**src/hw/rtl/tpts_pkg.sv**
```systemverilog
`default_nettype none
// ---------------------------------------------------------------------------
// tpts_pkg
// Shared types and constants of the two-level preemptive thread scheduler.
// ---------------------------------------------------------------------------
package tpts_pkg;

   // Operation codes carried by req_op.
   localparam logic [1:0] OP_CREATE  = 2'd0;
   localparam logic [1:0] OP_EXIT    = 2'd1;
   localparam logic [1:0] OP_TICK    = 2'd2;
   localparam logic [1:0] OP_SET_PRI = 2'd3;

   localparam int OP_W       = 2;
   localparam int QUANTUM_W  = 8;
   localparam int OUT_SLOT_W = 4;

   localparam logic [QUANTUM_W-1:0] QUANTUM_RESET = 8'd10;

   // The free-slot search looks at this many slots per clock cycle.
   localparam int SCAN_W     = 16;
   localparam int SCAN_IDX_W = 4;

   // Commands from the controller to the datapath.
   typedef struct packed {
      logic capture;
      logic scan_step;
      logic exec;
      logic load_rsp;
   } cmd_type;

   // Status from the datapath to the controller.
   typedef struct packed {
      logic needs_scan;
      logic scan_end;
      logic rsp_free;
   } sts_type;

endpackage
`default_nettype wire

```
**src/hw/rtl/tpts_ram.sv**
```systemverilog
`default_nettype none
// ---------------------------------------------------------------------------
// tpts_ram
// Generic single-write, single-read RAM with a registered read port.
// ---------------------------------------------------------------------------
module tpts_ram #(
   parameter int WIDTH = 4,
   parameter int DEPTH = 16
) (
   input  wire logic                     clock,
   input  wire logic                     wr_en,
   input  wire logic [$clog2(DEPTH)-1:0] wr_addr,
   input  wire logic [WIDTH-1:0]         wr_data,
   input  wire logic [$clog2(DEPTH)-1:0] rd_addr,
   output logic      [WIDTH-1:0]         rd_data
);

   logic [WIDTH-1:0] mem_ff [DEPTH];
   logic [WIDTH-1:0] rd_data_ff;

   always_ff @(posedge clock) begin
      if (wr_en) begin
         mem_ff[wr_addr] <= wr_data;
      end
      rd_data_ff <= mem_ff[rd_addr];
   end

   assign rd_data = rd_data_ff;

endmodule
`default_nettype wire

```
**src/hw/rtl/tpts_ctrl.sv**
```systemverilog
`default_nettype none
// ---------------------------------------------------------------------------
// tpts_ctrl
// Sequencer: accepts a transaction, runs the free-slot search for a create
// unless halted, applies the update, hands the result to the output register.
// ---------------------------------------------------------------------------
module tpts_ctrl (
   input  wire logic              clock,
   input  wire logic              reset,
   input  wire logic              req_valid,
   output logic                   req_ready,
   input  wire tpts_pkg::sts_type sts,
   output tpts_pkg::cmd_type      cmd
);

   localparam logic [1:0] ST_IDLE = 2'd0;
   localparam logic [1:0] ST_SCAN = 2'd1;
   localparam logic [1:0] ST_EXEC = 2'd2;
   localparam logic [1:0] ST_DONE = 2'd3;

   logic [1:0] state_ff;
   logic [1:0] state_in;

   always_comb begin
      state_in      = state_ff;
      cmd           = '0;
      req_ready     = 1'b0;
      case (state_ff)
         ST_IDLE: begin
            req_ready = 1'b1;
            if (req_valid) begin
               cmd.capture = 1'b1;
               state_in    = sts.needs_scan ? ST_SCAN : ST_EXEC;
            end
         end
         ST_SCAN: begin
            cmd.scan_step = 1'b1;
            if (sts.scan_end) begin
               state_in = ST_EXEC;
            end
         end
         ST_EXEC: begin
            cmd.exec = 1'b1;
            state_in = ST_DONE;
         end
         ST_DONE: begin
            if (sts.rsp_free) begin
               cmd.load_rsp = 1'b1;
               state_in     = ST_IDLE;
            end
         end
         default: begin
            state_in = ST_IDLE;
         end
      endcase
   end

   always_ff @(posedge clock) begin
      if (reset) begin
         state_ff <= ST_IDLE;
      end else begin
         state_ff <= state_in;
      end
   end

endmodule
`default_nettype wire

```
**src/hw/rtl/tpts_dpath.sv**
```systemverilog
`default_nettype none
// ---------------------------------------------------------------------------
// tpts_dpath
// Scheduler state: slot flags, two ready queues, running thread, quantum
// counter, free-slot search and the result register.
// ---------------------------------------------------------------------------
module tpts_dpath #(
   parameter int THREAD_SLOTS = 16
) (
   input  wire logic                                clock,
   input  wire logic                                reset,
   input  wire tpts_pkg::cmd_type                   cmd,
   output tpts_pkg::sts_type                        sts,
   input  wire logic [tpts_pkg::OP_W-1:0]           req_op,
   input  wire logic                                req_priority_req,
   input  wire logic                                csr_wr_en,
   input  wire logic [tpts_pkg::QUANTUM_W-1:0]      csr_wr_data,
   output logic                                     rsp_valid,
   input  wire logic                                rsp_ready,
   output logic      [tpts_pkg::OUT_SLOT_W-1:0]     rsp_running_thread,
   output logic                                     rsp_running_priority,
   output logic                                     rsp_switched,
   output logic      [tpts_pkg::OUT_SLOT_W-1:0]     rsp_created_thread,
   output logic                                     rsp_create_failed,
   output logic                                     rsp_halted
);

   localparam int SLOT_BITS = $clog2(THREAD_SLOTS);
   localparam int CNT_BITS  = $clog2(THREAD_SLOTS + 1);
   localparam int SUM_W     = SLOT_BITS + 2;
   localparam int GROUPS    = (THREAD_SLOTS + tpts_pkg::SCAN_W - 1) / tpts_pkg::SCAN_W;
   localparam int GRP_BITS  = (GROUPS > 1) ? $clog2(GROUPS) : 1;
   localparam int PAD_W     = GROUPS * tpts_pkg::SCAN_W;
   localparam int HIT_W     = GRP_BITS + tpts_pkg::SCAN_IDX_W;
   localparam int EXT_W     = SLOT_BITS + tpts_pkg::OUT_SLOT_W;
   localparam int QW        = tpts_pkg::QUANTUM_W;

   // Architectural state.
   logic [THREAD_SLOTS-1:0] in_use_ff,  in_use_in;
   logic [THREAD_SLOTS-1:0] prio_ff,    prio_in;
   logic [SLOT_BITS-1:0]    current_ff, current_in;
   logic [QW-1:0]           ticks_ff,   ticks_in;
   logic                    halted_ff,  halted_in;
   logic [QW-1:0]           quantum_ff;
   logic [SLOT_BITS-1:0]    hi_head_ff, hi_head_in;
   logic [CNT_BITS-1:0]     hi_cnt_ff,  hi_cnt_in;
   logic [SLOT_BITS-1:0]    lo_head_ff, lo_head_in;
   logic [CNT_BITS-1:0]     lo_cnt_ff,  lo_cnt_in;

   // Captured transaction and per-item results.
   logic [tpts_pkg::OP_W-1:0] op_ff;
   logic                      pri_req_ff;
   logic [GRP_BITS-1:0]       grp_ff;
   logic                      found_ff;
   logic [SLOT_BITS-1:0]      free_slot_ff;
   logic                      sw_ff,      sw_in;
   logic [SLOT_BITS-1:0]      created_ff, created_in;
   logic                      failed_ff,  failed_in;

   // Result register.
   logic                             rsp_valid_ff;
   logic [tpts_pkg::OUT_SLOT_W-1:0]  rsp_thread_ff;
   logic                             rsp_pri_ff;
   logic                             rsp_sw_ff;
   logic [tpts_pkg::OUT_SLOT_W-1:0]  rsp_created_ff;
   logic                             rsp_failed_ff;
   logic                             rsp_halted_ff;

   // Queue memories.
   logic                 hi_wr_en, lo_wr_en;
   logic [SLOT_BITS-1:0] hi_wr_data, lo_wr_data;
   logic [SLOT_BITS-1:0] hi_tail, lo_tail;
   logic [SLOT_BITS-1:0] hi_rd_data, lo_rd_data;

   tpts_ram #(
      .WIDTH (SLOT_BITS),
      .DEPTH (THREAD_SLOTS)
   ) u_hi_ram (
      .clock   (clock),
      .wr_en   (hi_wr_en),
      .wr_addr (hi_tail),
      .wr_data (hi_wr_data),
      .rd_addr (hi_head_ff),
      .rd_data (hi_rd_data)
   );

   tpts_ram #(
      .WIDTH (SLOT_BITS),
      .DEPTH (THREAD_SLOTS)
   ) u_lo_ram (
      .clock   (clock),
      .wr_en   (lo_wr_en),
      .wr_addr (lo_tail),
      .wr_data (lo_wr_data),
      .rd_addr (lo_head_ff),
      .rd_data (lo_rd_data)
   );

   // Tail = (head + count) mod slots; the sum stays below twice the depth.
   logic [SUM_W-1:0] hi_sum, lo_sum;
   assign hi_sum  = SUM_W'(hi_head_ff) + SUM_W'(hi_cnt_ff);
   assign lo_sum  = SUM_W'(lo_head_ff) + SUM_W'(lo_cnt_ff);
   assign hi_tail = (hi_sum >= SUM_W'(THREAD_SLOTS)) ?
                    SLOT_BITS'(hi_sum - SUM_W'(THREAD_SLOTS)) : SLOT_BITS'(hi_sum);
   assign lo_tail = (lo_sum >= SUM_W'(THREAD_SLOTS)) ?
                    SLOT_BITS'(lo_sum - SUM_W'(THREAD_SLOTS)) : SLOT_BITS'(lo_sum);

   // Free-slot search, one group of slots per cycle.
   logic [PAD_W-1:0]              in_use_pad;
   logic [tpts_pkg::SCAN_W-1:0]   grp_bits;
   logic [tpts_pkg::SCAN_IDX_W-1:0] grp_pe;
   logic                          grp_hit;
   logic [HIT_W-1:0]              hit_slot;

   always_comb begin
      in_use_pad = '1;
      for (int i = 0; i < THREAD_SLOTS; i++) begin
         in_use_pad[i] = in_use_ff[i];
      end
   end

   assign grp_bits = in_use_pad[grp_ff*tpts_pkg::SCAN_W +: tpts_pkg::SCAN_W];
   assign grp_hit  = ~&grp_bits;

   always_comb begin
      grp_pe = '0;
      for (int i = tpts_pkg::SCAN_W - 1; i >= 0; i--) begin
         if (!grp_bits[i]) begin
            grp_pe = tpts_pkg::SCAN_IDX_W'(i);
         end
      end
   end

   assign hit_slot = {grp_ff, grp_pe};

   assign sts.needs_scan = (req_op == tpts_pkg::OP_CREATE) && !halted_ff;
   assign sts.scan_end   = grp_hit || (grp_ff == GRP_BITS'(GROUPS - 1));
   assign sts.rsp_free   = !rsp_valid_ff || rsp_ready;

   // Item update.
   logic cur_prio, hi_ne, lo_ne, pick_ok;
   logic [SLOT_BITS-1:0] pick_slot;
   logic hi_pop, lo_pop, hi_push, lo_push;

   assign cur_prio  = prio_ff[current_ff];
   assign hi_ne     = (hi_cnt_ff != '0);
   assign lo_ne     = (lo_cnt_ff != '0);
   assign pick_ok   = hi_ne || lo_ne;
   assign pick_slot = hi_ne ? hi_rd_data : lo_rd_data;

   always_comb begin
      in_use_in  = in_use_ff;
      prio_in    = prio_ff;
      current_in = current_ff;
      ticks_in   = ticks_ff;
      halted_in  = halted_ff;
      sw_in      = 1'b0;
      created_in = '0;
      failed_in  = 1'b0;
      hi_pop     = 1'b0;
      lo_pop     = 1'b0;
      hi_push    = 1'b0;
      lo_push    = 1'b0;
      hi_wr_data = free_slot_ff;
      lo_wr_data = free_slot_ff;

      if (halted_ff) begin
         failed_in = (op_ff == tpts_pkg::OP_CREATE);
      end else begin
         case (op_ff)
            tpts_pkg::OP_CREATE: begin
               if (!found_ff) begin
                  failed_in = 1'b1;
               end else begin
                  in_use_in[free_slot_ff] = 1'b1;
                  prio_in[free_slot_ff]   = pri_req_ff;
                  created_in              = free_slot_ff;
                  if (pri_req_ff) begin
                     if (cur_prio) begin
                        hi_push = 1'b1;
                     end else begin
                        // Preemption: the running low thread goes to the low tail.
                        lo_push    = 1'b1;
                        lo_wr_data = current_ff;
                        current_in = free_slot_ff;
                        ticks_in   = quantum_ff;
                        sw_in      = 1'b1;
                     end
                  end else begin
                     lo_push = 1'b1;
                  end
               end
            end
            tpts_pkg::OP_EXIT: begin
               in_use_in[current_ff] = 1'b0;
               if (pick_ok) begin
                  hi_pop     = hi_ne;
                  lo_pop     = !hi_ne;
                  current_in = pick_slot;
                  ticks_in   = quantum_ff;
                  sw_in      = 1'b1;
               end else begin
                  halted_in = 1'b1;
               end
            end
            tpts_pkg::OP_TICK: begin
               if (!cur_prio) begin
                  if (ticks_ff <= QW'(1)) begin
                     ticks_in = quantum_ff;
                     if (pick_ok) begin
                        hi_pop     = hi_ne;
                        lo_pop     = !hi_ne;
                        lo_push    = 1'b1;
                        lo_wr_data = current_ff;
                        current_in = pick_slot;
                        sw_in      = 1'b1;
                     end
                  end else begin
                     ticks_in = ticks_ff - QW'(1);
                  end
               end
            end
            tpts_pkg::OP_SET_PRI: begin
               prio_in[current_ff] = pri_req_ff;
            end
            default: begin
               failed_in = 1'b0;
            end
         endcase
      end
   end

   // A push into a full queue is dropped.
   assign hi_wr_en = cmd.exec && hi_push && (hi_cnt_ff != CNT_BITS'(THREAD_SLOTS));
   assign lo_wr_en = cmd.exec && lo_push && (lo_cnt_ff != CNT_BITS'(THREAD_SLOTS));

   always_comb begin
      hi_head_in = hi_head_ff;
      lo_head_in = lo_head_ff;
      hi_cnt_in  = hi_cnt_ff;
      lo_cnt_in  = lo_cnt_ff;
      if (hi_pop) begin
         hi_head_in = (hi_head_ff == SLOT_BITS'(THREAD_SLOTS - 1)) ? '0 :
                      hi_head_ff + SLOT_BITS'(1);
      end
      if (lo_pop) begin
         lo_head_in = (lo_head_ff == SLOT_BITS'(THREAD_SLOTS - 1)) ? '0 :
                      lo_head_ff + SLOT_BITS'(1);
      end
      case ({hi_wr_en, hi_pop})
         2'b10:   hi_cnt_in = hi_cnt_ff + CNT_BITS'(1);
         2'b01:   hi_cnt_in = hi_cnt_ff - CNT_BITS'(1);
         default: hi_cnt_in = hi_cnt_ff;
      endcase
      case ({lo_wr_en, lo_pop})
         2'b10:   lo_cnt_in = lo_cnt_ff + CNT_BITS'(1);
         2'b01:   lo_cnt_in = lo_cnt_ff - CNT_BITS'(1);
         default: lo_cnt_in = lo_cnt_ff;
      endcase
   end

   always_ff @(posedge clock) begin
      if (reset) begin
         in_use_ff  <= THREAD_SLOTS'(1);
         prio_ff    <= '0;
         current_ff <= '0;
         ticks_ff   <= tpts_pkg::QUANTUM_RESET;
         halted_ff  <= 1'b0;
         quantum_ff <= tpts_pkg::QUANTUM_RESET;
         hi_head_ff <= '0;
         hi_cnt_ff  <= '0;
         lo_head_ff <= '0;
         lo_cnt_ff  <= '0;
      end else begin
         if (csr_wr_en) begin
            quantum_ff <= csr_wr_data;
         end
         if (cmd.exec) begin
            in_use_ff  <= in_use_in;
            prio_ff    <= prio_in;
            current_ff <= current_in;
            ticks_ff   <= ticks_in;
            halted_ff  <= halted_in;
            hi_head_ff <= hi_head_in;
            hi_cnt_ff  <= hi_cnt_in;
            lo_head_ff <= lo_head_in;
            lo_cnt_ff  <= lo_cnt_in;
         end
      end
   end

   always_ff @(posedge clock) begin
      if (cmd.capture) begin
         op_ff      <= req_op;
         pri_req_ff <= req_priority_req;
         grp_ff     <= '0;
         found_ff   <= 1'b0;
      end
      if (cmd.scan_step) begin
         grp_ff <= grp_ff + GRP_BITS'(1);
         if (grp_hit) begin
            found_ff     <= 1'b1;
            free_slot_ff <= SLOT_BITS'(hit_slot);
         end
      end
      if (cmd.exec) begin
         sw_ff      <= sw_in;
         created_ff <= created_in;
         failed_ff  <= failed_in;
      end
   end

   // Result register; it reflects the state after the item's update.
   logic [EXT_W-1:0] cur_ext, created_ext;
   assign cur_ext     = EXT_W'(current_ff);
   assign created_ext = EXT_W'(created_ff);

   always_ff @(posedge clock) begin
      if (reset) begin
         rsp_valid_ff <= 1'b0;
      end else if (cmd.load_rsp) begin
         rsp_valid_ff <= 1'b1;
      end else if (rsp_ready) begin
         rsp_valid_ff <= 1'b0;
      end
   end

   always_ff @(posedge clock) begin
      if (cmd.load_rsp) begin
         rsp_thread_ff  <= cur_ext[tpts_pkg::OUT_SLOT_W-1:0];
         rsp_pri_ff     <= prio_ff[current_ff];
         rsp_sw_ff      <= sw_ff;
         rsp_created_ff <= created_ext[tpts_pkg::OUT_SLOT_W-1:0];
         rsp_failed_ff  <= failed_ff;
         rsp_halted_ff  <= halted_ff;
      end
   end

   assign rsp_valid            = rsp_valid_ff;
   assign rsp_running_thread   = rsp_thread_ff;
   assign rsp_running_priority = rsp_pri_ff;
   assign rsp_switched         = rsp_sw_ff;
   assign rsp_created_thread   = rsp_created_ff;
   assign rsp_create_failed    = rsp_failed_ff;
   assign rsp_halted           = rsp_halted_ff;

endmodule
`default_nettype wire

```
**src/hw/rtl/two_level_preemptive_thread_scheduler_core.sv**
```systemverilog
`default_nettype none
// ---------------------------------------------------------------------------
// two_level_preemptive_thread_scheduler_core
// Two-level (high / low) preemptive thread scheduler over a fixed set of
// thread slots, with round-robin time slicing of low-priority threads.
// ---------------------------------------------------------------------------
//
//   Channel   Direction  Handshake              Content
//   req_      in         req_valid / req_ready  op, priority_req
//   rsp_      out        rsp_valid / rsp_ready  running thread, flags
//   csr_      in         csr_wr_en (no wait)    quantum length in ticks
//
// A transaction that is not a create is captured when it is accepted, applied
// in the exec state and then moved into the result register once that register
// is free, that is empty or being read through rsp_ready. A create first
// searches for a free slot, one group of 16 slots per cycle until a free one is
// seen or the last group is searched; a create after the halt skips the search.
// One transaction is in work at a time; the next one is accepted as soon as
// the current one has moved into the result register, even while that
// result still waits for rsp_ready.
// After reset slot 0 runs, both ready queues are empty and the quantum is 10.
//
module two_level_preemptive_thread_scheduler_core #(
   parameter int THREAD_SLOTS = 16
) (
   input  wire logic                            clock,
   input  wire logic                            reset,
   input  wire logic                            req_valid,
   output logic                                 req_ready,
   input  wire logic [tpts_pkg::OP_W-1:0]       req_op,
   input  wire logic                            req_priority_req,
   output logic                                 rsp_valid,
   input  wire logic                            rsp_ready,
   output logic      [tpts_pkg::OUT_SLOT_W-1:0] rsp_running_thread,
   output logic                                 rsp_running_priority,
   output logic                                 rsp_switched,
   output logic      [tpts_pkg::OUT_SLOT_W-1:0] rsp_created_thread,
   output logic                                 rsp_create_failed,
   output logic                                 rsp_halted,
   input  wire logic                            csr_wr_en,
   input  wire logic [tpts_pkg::QUANTUM_W-1:0]  csr_wr_data
);

   // The controller sequences each transaction; the datapath owns all scheduler state.
   tpts_pkg::cmd_type cmd;
   tpts_pkg::sts_type sts;

   tpts_ctrl u_ctrl (
      .clock     (clock),
      .reset     (reset),
      .req_valid (req_valid),
      .req_ready (req_ready),
      .sts       (sts),
      .cmd       (cmd)
   );

   // The quantum register is written directly; a new value takes effect at
   // the next reload of the tick counter.
   tpts_dpath #(
      .THREAD_SLOTS (THREAD_SLOTS)
   ) u_dpath (
      .clock                (clock),
      .reset                (reset),
      .cmd                  (cmd),
      .sts                  (sts),
      .req_op               (req_op),
      .req_priority_req     (req_priority_req),
      .csr_wr_en            (csr_wr_en),
      .csr_wr_data          (csr_wr_data),
      .rsp_valid            (rsp_valid),
      .rsp_ready            (rsp_ready),
      .rsp_running_thread   (rsp_running_thread),
      .rsp_running_priority (rsp_running_priority),
      .rsp_switched         (rsp_switched),
      .rsp_created_thread   (rsp_created_thread),
      .rsp_create_failed    (rsp_create_failed),
      .rsp_halted           (rsp_halted)
   );

endmodule
`default_nettype wire
```
**config.mk**
```make
export PLATFORM = sky130hd
export DESIGN_NAME = two_level_preemptive_thread_scheduler_core
export DESIGN_NICKNAME = d
export VERILOG_FILES = /design/src/hw/rtl/tpts_pkg.sv /design/src/hw/rtl/tpts_ram.sv /design/src/hw/rtl/tpts_ctrl.sv /design/src/hw/rtl/tpts_dpath.sv /design/src/hw/rtl/two_level_preemptive_thread_scheduler_core.sv
export SDC_FILE = /design/constraint.sdc
export NUM_CORES = 1
export LEC_CHECK = 0
export BUFFER_PORTS_ARGS = -buffer_cell sky130_fd_sc_hd__buf_4
export CELL_PAD_IN_SITES_DETAIL_PLACEMENT = 0
export CELL_PAD_IN_SITES_GLOBAL_PLACEMENT = 2
export CORE_MARGIN = 1
export CORE_UTILIZATION = 43
export DETAILED_ROUTE_END_ITERATION = 10
export PLACE_DENSITY = 0.88
export SYNTH_ARGS = -nofsm -noshare
export SYNTH_HDL_FRONTEND = slang
export SYNTH_SLANG_ARGS = --single-unit
```
**constraint.sdc**
```tcl
create_clock -name clock -period 4.17 [get_ports clock]
set_input_delay 0.6255 -clock clock [delete_from_list [all_inputs] [get_ports clock]]
set_output_delay 0.6255 -clock clock [all_outputs]
set_load 0.005 [all_outputs]
```
# ---- Word level (Yosys, flattened, before mapping)
# Memory sizes are Yosys's and may differ from the RTL's. A register that Yosys moved wholly into a read port is not among the register bits.
# Index checks and enable logic that the tools add are counted.
dict set report totals {
  output_inout_bits 14
  n_memories 2
  reg_bits 101
  mem_bits_rw 128
}
# name depth word_bits read_ports rd_ports_with_merged_regs write_ports line
set mem_list {}
lappend mem_list {u_dpath.u_hi_ram.mem_ff 16 4 1 1 1 tpts_ram.sv:18} ;# logic [WIDTH-1:0] mem_ff [DEPTH];
lappend mem_list {u_dpath.u_lo_ram.mem_ff 16 4 1 1 1 tpts_ram.sv:18}
dict set report op_classes {
  n_eq_ne 23
  reduce_logical 41
  n_lt_le_gt_ge 7
  muxes 111
  n_bitwise 8
  n_shift 1
  addsub 12
}
# cell n
set ops {}
lappend ops {{$mux 4} 26}
lappend ops {{$pmux 16 s2} 2}
lappend ops {{$mux 1} 50}
lappend ops {{$mux 8} 6}
lappend ops {{$bwmux 16} 2}
lappend ops {{$mux 16} 2}
lappend ops {{$pmux 8 s3} 1}
lappend ops {{$reduce_and 8->1} 3}
lappend ops {{$pmux 5 s2} 2}
lappend ops {{$and 16x16->16} 1}
lappend ops {{$not 16->16} 1}
lappend ops {{$or 16x16->16} 1}
lappend ops {{$reduce_and 16->1} 1}
lappend ops {{$shiftx 16x6->16} 1}
lappend ops {{$add 4x5->6} 2}
lappend ops {{$eq 2x2->1 const B} 6}
lappend ops {{$ge 6x5->1 const B} 2}
lappend ops {{$mux 2} 6}
lappend ops {{$mux 3} 4}
lappend ops {{$pmux 4 s3} 1}
lappend ops {{$reduce_and 2->1} 6}
lappend ops {{$reduce_and 4->1} 3}
lappend ops {{$reduce_bool 2->1} 6}
lappend ops {{$add 5x1->5 const B} 2}
lappend ops {{other kinds (28)} 66}

# ---- Longest topological paths before layout
dict set report logic_depth {
  ltp_word 16
  ltp_mapped 16
}

# ---- By module
# Synthesis repeated with hierarchy kept, for this count alone.
dict set report unflattened {
  cells_unflattened 941
  area_unflattened_um2 11252.0
}
# mod seq_area_each_um2 cells_each n_inst area_per_inst_um2
set modules_own_cells {}
lappend modules_own_cells {tpts_dpath 2242.2 658 1 5725.5}
lappend modules_own_cells {tpts_ram 2001.9 130 2 2666.3}
lappend modules_own_cells {tpts_ctrl 40.0 23 1 193.9}

# ---- Worst setup path after synthesis
# No wires, ideal clock.
dict set report synth_timing {
  kind {reg2reg}
  from {reg u_dpath.ticks_ff[2]}
  to {reg u_dpath.lo_cnt_ff[4]}
  t_required_ns 4.042
  setup_time_ns 0.128
  n_path_buf 1
  arrival_ns 3.545
  path_stages_with_launch 15
  period_less_slack_ns 3.673
  slack_ns 0.497
  cell_sequence {dfxtp_1 or4_1 buf_2 or4b_4 o21a_1 o32ai_2 nand2_1 ha_1 fa_1 a21o_1 a21oi_1 xnor2_1 nand2_1 xnor2_1 nor2_1}
}
dict set report synth_between {
  elab_chain_len 10
  word_cells_on_any_way 16
}
# element line
set synth_lines {}
lappend synth_lines {{start: declaration} tpts_dpath.sv:42} ;# logic [QW-1:0] ticks_ff, ticks_in;
lappend synth_lines {{start signal: assignment} tpts_dpath.sv:267} ;# ticks_ff <= tpts_pkg::QUANTUM_RESET;
lappend synth_lines {{start signal: assignment} tpts_dpath.sv:282} ;# ticks_ff <= ticks_in;
lappend synth_lines {{$le 8x1->1 (*)} tpts_dpath.sv:208} ;# if (ticks_ff <= QW'(1)) begin
lappend synth_lines {{$mux 1} tpts_dpath.sv:208}
lappend synth_lines {{$mux 1} tpts_dpath.sv:207} ;# if (!cur_prio) begin
lappend synth_lines {{$pmux 1 s2} tpts_dpath.sv:170} ;# case (op_ff)
lappend synth_lines {{$mux 1} tpts_dpath.sv:167} ;# if (halted_ff) begin
lappend synth_lines {{$logic_and 1x1->1 (2 in a row)} tpts_dpath.sv:235} ;# assign lo_wr_en = cmd.exec && lo_push && (lo_cnt_ff != CNT_BITS'(THREAD_SLOTS));
lappend synth_lines {{$eq 2x2->1 / $eq 2x1->1 (equally long branches)} tpts_dpath.sv:255} ;# case ({lo_wr_en, lo_pop})
lappend synth_lines {{$reduce_bool 2->1 (no source line)} -}
lappend synth_lines {{$reduce_and 2->1 (no source line)} -}
lappend synth_lines {{end signal: assignment} tpts_dpath.sv:287} ;# lo_cnt_ff <= lo_cnt_in;
lappend synth_lines {{end: declaration} tpts_dpath.sv:48} ;# logic [CNT_BITS-1:0] lo_cnt_ff, lo_cnt_in;
# Mark *: on every way between the ends. The rest lies on a longest branch, timed or not.
# A chain may end at the register's enable or synchronous reset.

# ---- Final worst setup path
dict set report layout_timing {
  from {reg u_dpath.ticks_ff[2]}
  to {reg u_dpath.hi_cnt_ff[4]}
}
dict set report layout_between {
  elab_chain_len 8
  word_cells_on_any_way 10
}
# element line
set layout_lines {}
lappend layout_lines {{$le 8x1->1 (*)} tpts_dpath.sv:208}
lappend layout_lines {{$mux 1 (*)} tpts_dpath.sv:208}
lappend layout_lines {{$mux 1 (*)} tpts_dpath.sv:207}
lappend layout_lines {{$pmux 1 s2 (*)} tpts_dpath.sv:170}
lappend layout_lines {{$mux 1 (*)} tpts_dpath.sv:167}
lappend layout_lines {{$eq 2x2->1 / $eq 2x1->1 (equally long branches)} tpts_dpath.sv:250} ;# case ({hi_wr_en, hi_pop})
lappend layout_lines {{$reduce_bool 2->1 (no source line)} -}
lappend layout_lines {{$reduce_and 2->1 (no source line)} -}
lappend layout_lines {{end signal: assignment} tpts_dpath.sv:285} ;# hi_cnt_ff <= hi_cnt_in;
lappend layout_lines {{end: declaration} tpts_dpath.sv:46} ;# logic [CNT_BITS-1:0] hi_cnt_ff, hi_cnt_in;
# Marks and branches as above.

==> results.toml <==
[cells_and_area]
finalCoreUtilization_pct = 50.0
layout-drive-gt1-share_pct = 15.8
final_common_cell = "edfxtp_1"
diodes = 0
final_cell_mix = "154 x edfxtp_1, 110 x nor2_1, 83 x dfxtp_1, 70 x nand2_1, 67 x a21oi_1"
nNetsFinal = 1017
fill_cells = 2256
seqCellArea_um2 = 6290
area_growth_pct = 13.9
multi_input_area_um2 = 4450
instances_no_fill = 1322

[drt]
drtAntennaViolNets = 0
drt_first_pass_iters = 5
drt-vias-per-instance = 5.66
routedWlPerCell_um = 19.7
drt_iter0_markers = 691
drc = 0
num_vias = 7478
wl_um = 26000

[yosys]
synth_top_area_share_pct = 41.8
synth_nets = 979
ys_warn_count = 0
synth_area_per_cell_um2 = 11.8
synthTopCellsByArea = "edfxtp_1 42%, dfxtp_1 15%, mux4_2 8.6%, nor2_1 3.7%, a21oi_1 3.0%"
syn_area_um2 = 11100
postSynthRegisterBits = 237
yosysUniqueCellTypes = 65
yosys.area.top_type = "edfxtp_1"
ys_seq_area_share_pct = 56.9
async_flop_share_pct = 0
syn-instance-count = 933
ys.flop_type = "edfxtp_1"
synth_edf_count = 154

[clock_network]
htree_levels = 1
clkLatencyLatePin_ps = 540
cts_resized = 0
postCtsSetupBuffers = 0
clkTransAtPathRegs_ps = 60
cts_buffer_depth = 3
cts_root_buf = "clkbuf_16"
cts_hold_buf = 0
numClockSinks = 237
numCtsBuffers = 27
cts_tree = "yes"

[sta]
max-slew-margin-rel_pct = 32.6
skew_ps = 12.7
min_period_ps = 3860
drv_slew = 0
timing.final.crit_share_pct = 92.7
setup_slack_ps = 305
final-hold-violation-count = 0
fmax_mhz = 259
rsz0062_at_grt = "false"
worstMarginPinSlew_ps = 1010
hold_slack_ps = 263
setup_violations = 0
fin_setup_tns_ps = 0

[floorplan]
initial_core_util_pct = 43.9
std_cell_rows = 58
ios = 30
core_um2 = 25200
die_y_um = 162
dieArea_um2 = 26300
die_w_um = 162

[critical_path]
r2r_cells = 14
worst-path-buf-inv = 1
cp_top_family = "simple AND/OR/NAND/NOR gates"
cp_slowest_cell = "or4_1"
crit_path_cell_trace = "or4_1 -> or4b_4 -> a211oi_2 -> nor3_1 -> nor3_1 -> ha_1 -> inv_1 -> fa_1 -> nor2b_1 -> o21ai_0 -> a21oi_1 -> and3b_1 -> xnor2_1 -> nor2_1"
required_ps = 4570
worst_path_most_repeated_cell = "nor3_1"
cp-end-kind = "flop"
cp_max_fo = 6
ff2ff_setup_slack_ps = 310
reg2reg_to = "u_dpath.hi_cnt_ff[4]"
r2r_start = "u_dpath.ticks_ff[2]"
path_class = "reg -> reg"
critPathMaxStageDelay_ps = 640
arrival_ps = 4270
cp.depth = 14
startpoint_type = "flop"

[pwr]
p_seq_share_pct = 48.4
powerDensity_nw_per_um2 = 431
p_leak_nw = 4.24
power_switching_mw = 1.33
comb_power_share_pct = 9.1
pwr-share-clk_pct = 42.5
ir_drop_v = 0.000329
p_int_mw = 4.10
sw_frac_of_total_pct = 24.4

[placed_design]
hpwl_um = 17700
preCtsSetupSlack_ps = 308
gp_congestion = 0.852
io_buffers = 29
dp_cells = 1272

[min_path]
hold_depth = 1
hp-class = "in -> reg"
min_to = "u_dpath.pri_req_ff"
worstHoldStart = "req_priority_req"

[job]
maxCapViolations = 0

[global_route]
grt_first_pass_wirelength_um = 41500
grt_usage_pct = 20.3
overflow = 0
antenna_found_initial = 0
grt_pass1_vias = 7282
grt_max_degree = 73

[status]
status = "finished, final reports clean"
==> registers in the layout (all words and copies together), names as in the netlist, 2 cells and up <==
signal / cells
u_dpath.u_hi_ram.rd_data: 4
u_dpath.u_lo_ram.mem_ff: 64
u_ctrl.state_ff: 2
u_dpath.hi_head_ff: 4
u_dpath.current_ff: 4
u_dpath.in_use_ff: 16
u_dpath.lo_head_ff: 4
u_dpath.free_slot_ff: 4
u_dpath.u_lo_ram.rd_data: 4
u_dpath.prio_ff: 16
u_dpath.quantum_ff: 8
u_dpath.ticks_ff: 8
u_dpath.lo_cnt_ff: 5
u_dpath.rsp_created_thread: 4
u_dpath.created_ff: 4
u_dpath.op_ff: 2
u_dpath.u_hi_ram.mem_ff: 64
u_dpath.rsp_running_thread: 4
u_dpath.hi_cnt_ff: 5
==> cells in the mapped netlist (all sizes together) (7+ instances only) <==
master	number
nand3	18
inv	32
nand2	70
nor4	15
dfxtp	83
a21oi	67
o21ai	40
edfxtp	154
and2	11
mux2i	26
a31oi	22
nand2b	10
nor3	25
nor2	110
clkbuf	47
o211ai	7
mux4	42
xnor2	15
ha	26
nor2b	10
nand4	7
==> through the flow <==
stage          area (um2)  power [mW]
6_report            12600        5.43
3_3_place_gp        11700        3.16
3_5_place_dp        11700        3.17
5_1_grt             12600        5.63
2_1_floorplan       11100        2.98
4_1_cts             12600        5.48
==> per-layer routing <==
metal	wire length (um)	global-route usage, %	part of all wire, %	vias to the layer above
li1	-	-	-	3584
met1	12600	30.4	49	3663
met2	11500	31.2	44	192
met3	1270	2.32	4.9	39
met4	592	5.92	2.3	0
met5	0	0	0	-
==> logic make-up (layout without fill, tap and decap cells) <==
| family | after synthesis | in the layout | share of synthesized area (%) |
|---|---|---|---|
| fa+ha+maj | 30 | 30 | 3.67 |
| xor+xnor | 18 | 18 | 1.43 |
| flops | 237 | 237 | 56.9 |
| buf+inv | 83 | 142 | 2.83 |
| compound gates | 192 | 192 | 10.9 |
| simple gates | 303 | 303 | 13.2 |
| mux | 70 | 70 | 11.1 |
==> power groups by stage <==
| stage | registers [mW] | logic [mW] | clock network (mW) |
|---|---|---|---|
| 4_1_cts | 2.63 | 0.490 | 2.36 |
| 6_report | 2.63 | 0.493 | 2.31 |
| 3_5_place_dp | 2.68 | 0.488 | 0 |
| 5_1_grt | 2.64 | 0.540 | 2.46 |
| 3_3_place_gp | 2.68 | 0.481 | 0 |
| 2_1_floorplan | 2.67 | 0.309 | 0 |
==> layout make-up <==
| class | count | share of cell area (%) |
|---|---|---|
| flip-flops and latches | 237 | 49.9 |
| multi-input cells | 613 | 35.4 |
| repair buffers | 60 | 3.58 |
| clock inverters | 13 | 1.07 |
| well taps | 330 | 3.28 |
| clock buffers | 37 | 5.82 |
| inverters | 32 | 0.954 |
==> how the worst max path moves through the flow <==
stage,start,end,slack (ps)
global route,u_dpath.ticks_ff[2],u_dpath.hi_cnt_ff[4],70
CTS,u_dpath.ticks_ff[2],u_dpath.hi_cnt_ff[4],310
finish,u_dpath.ticks_ff[2],u_dpath.hi_cnt_ff[4],310
detailed placement,u_dpath.ticks_ff[2],u_dpath.hi_cnt_ff[4],310
global placement,u_dpath.ticks_ff[2],u_dpath.hi_cnt_ff[4],360
floorplan,u_dpath.ticks_ff[2],u_dpath.lo_cnt_ff[4],500
Power figures use the tool's default switching activity.
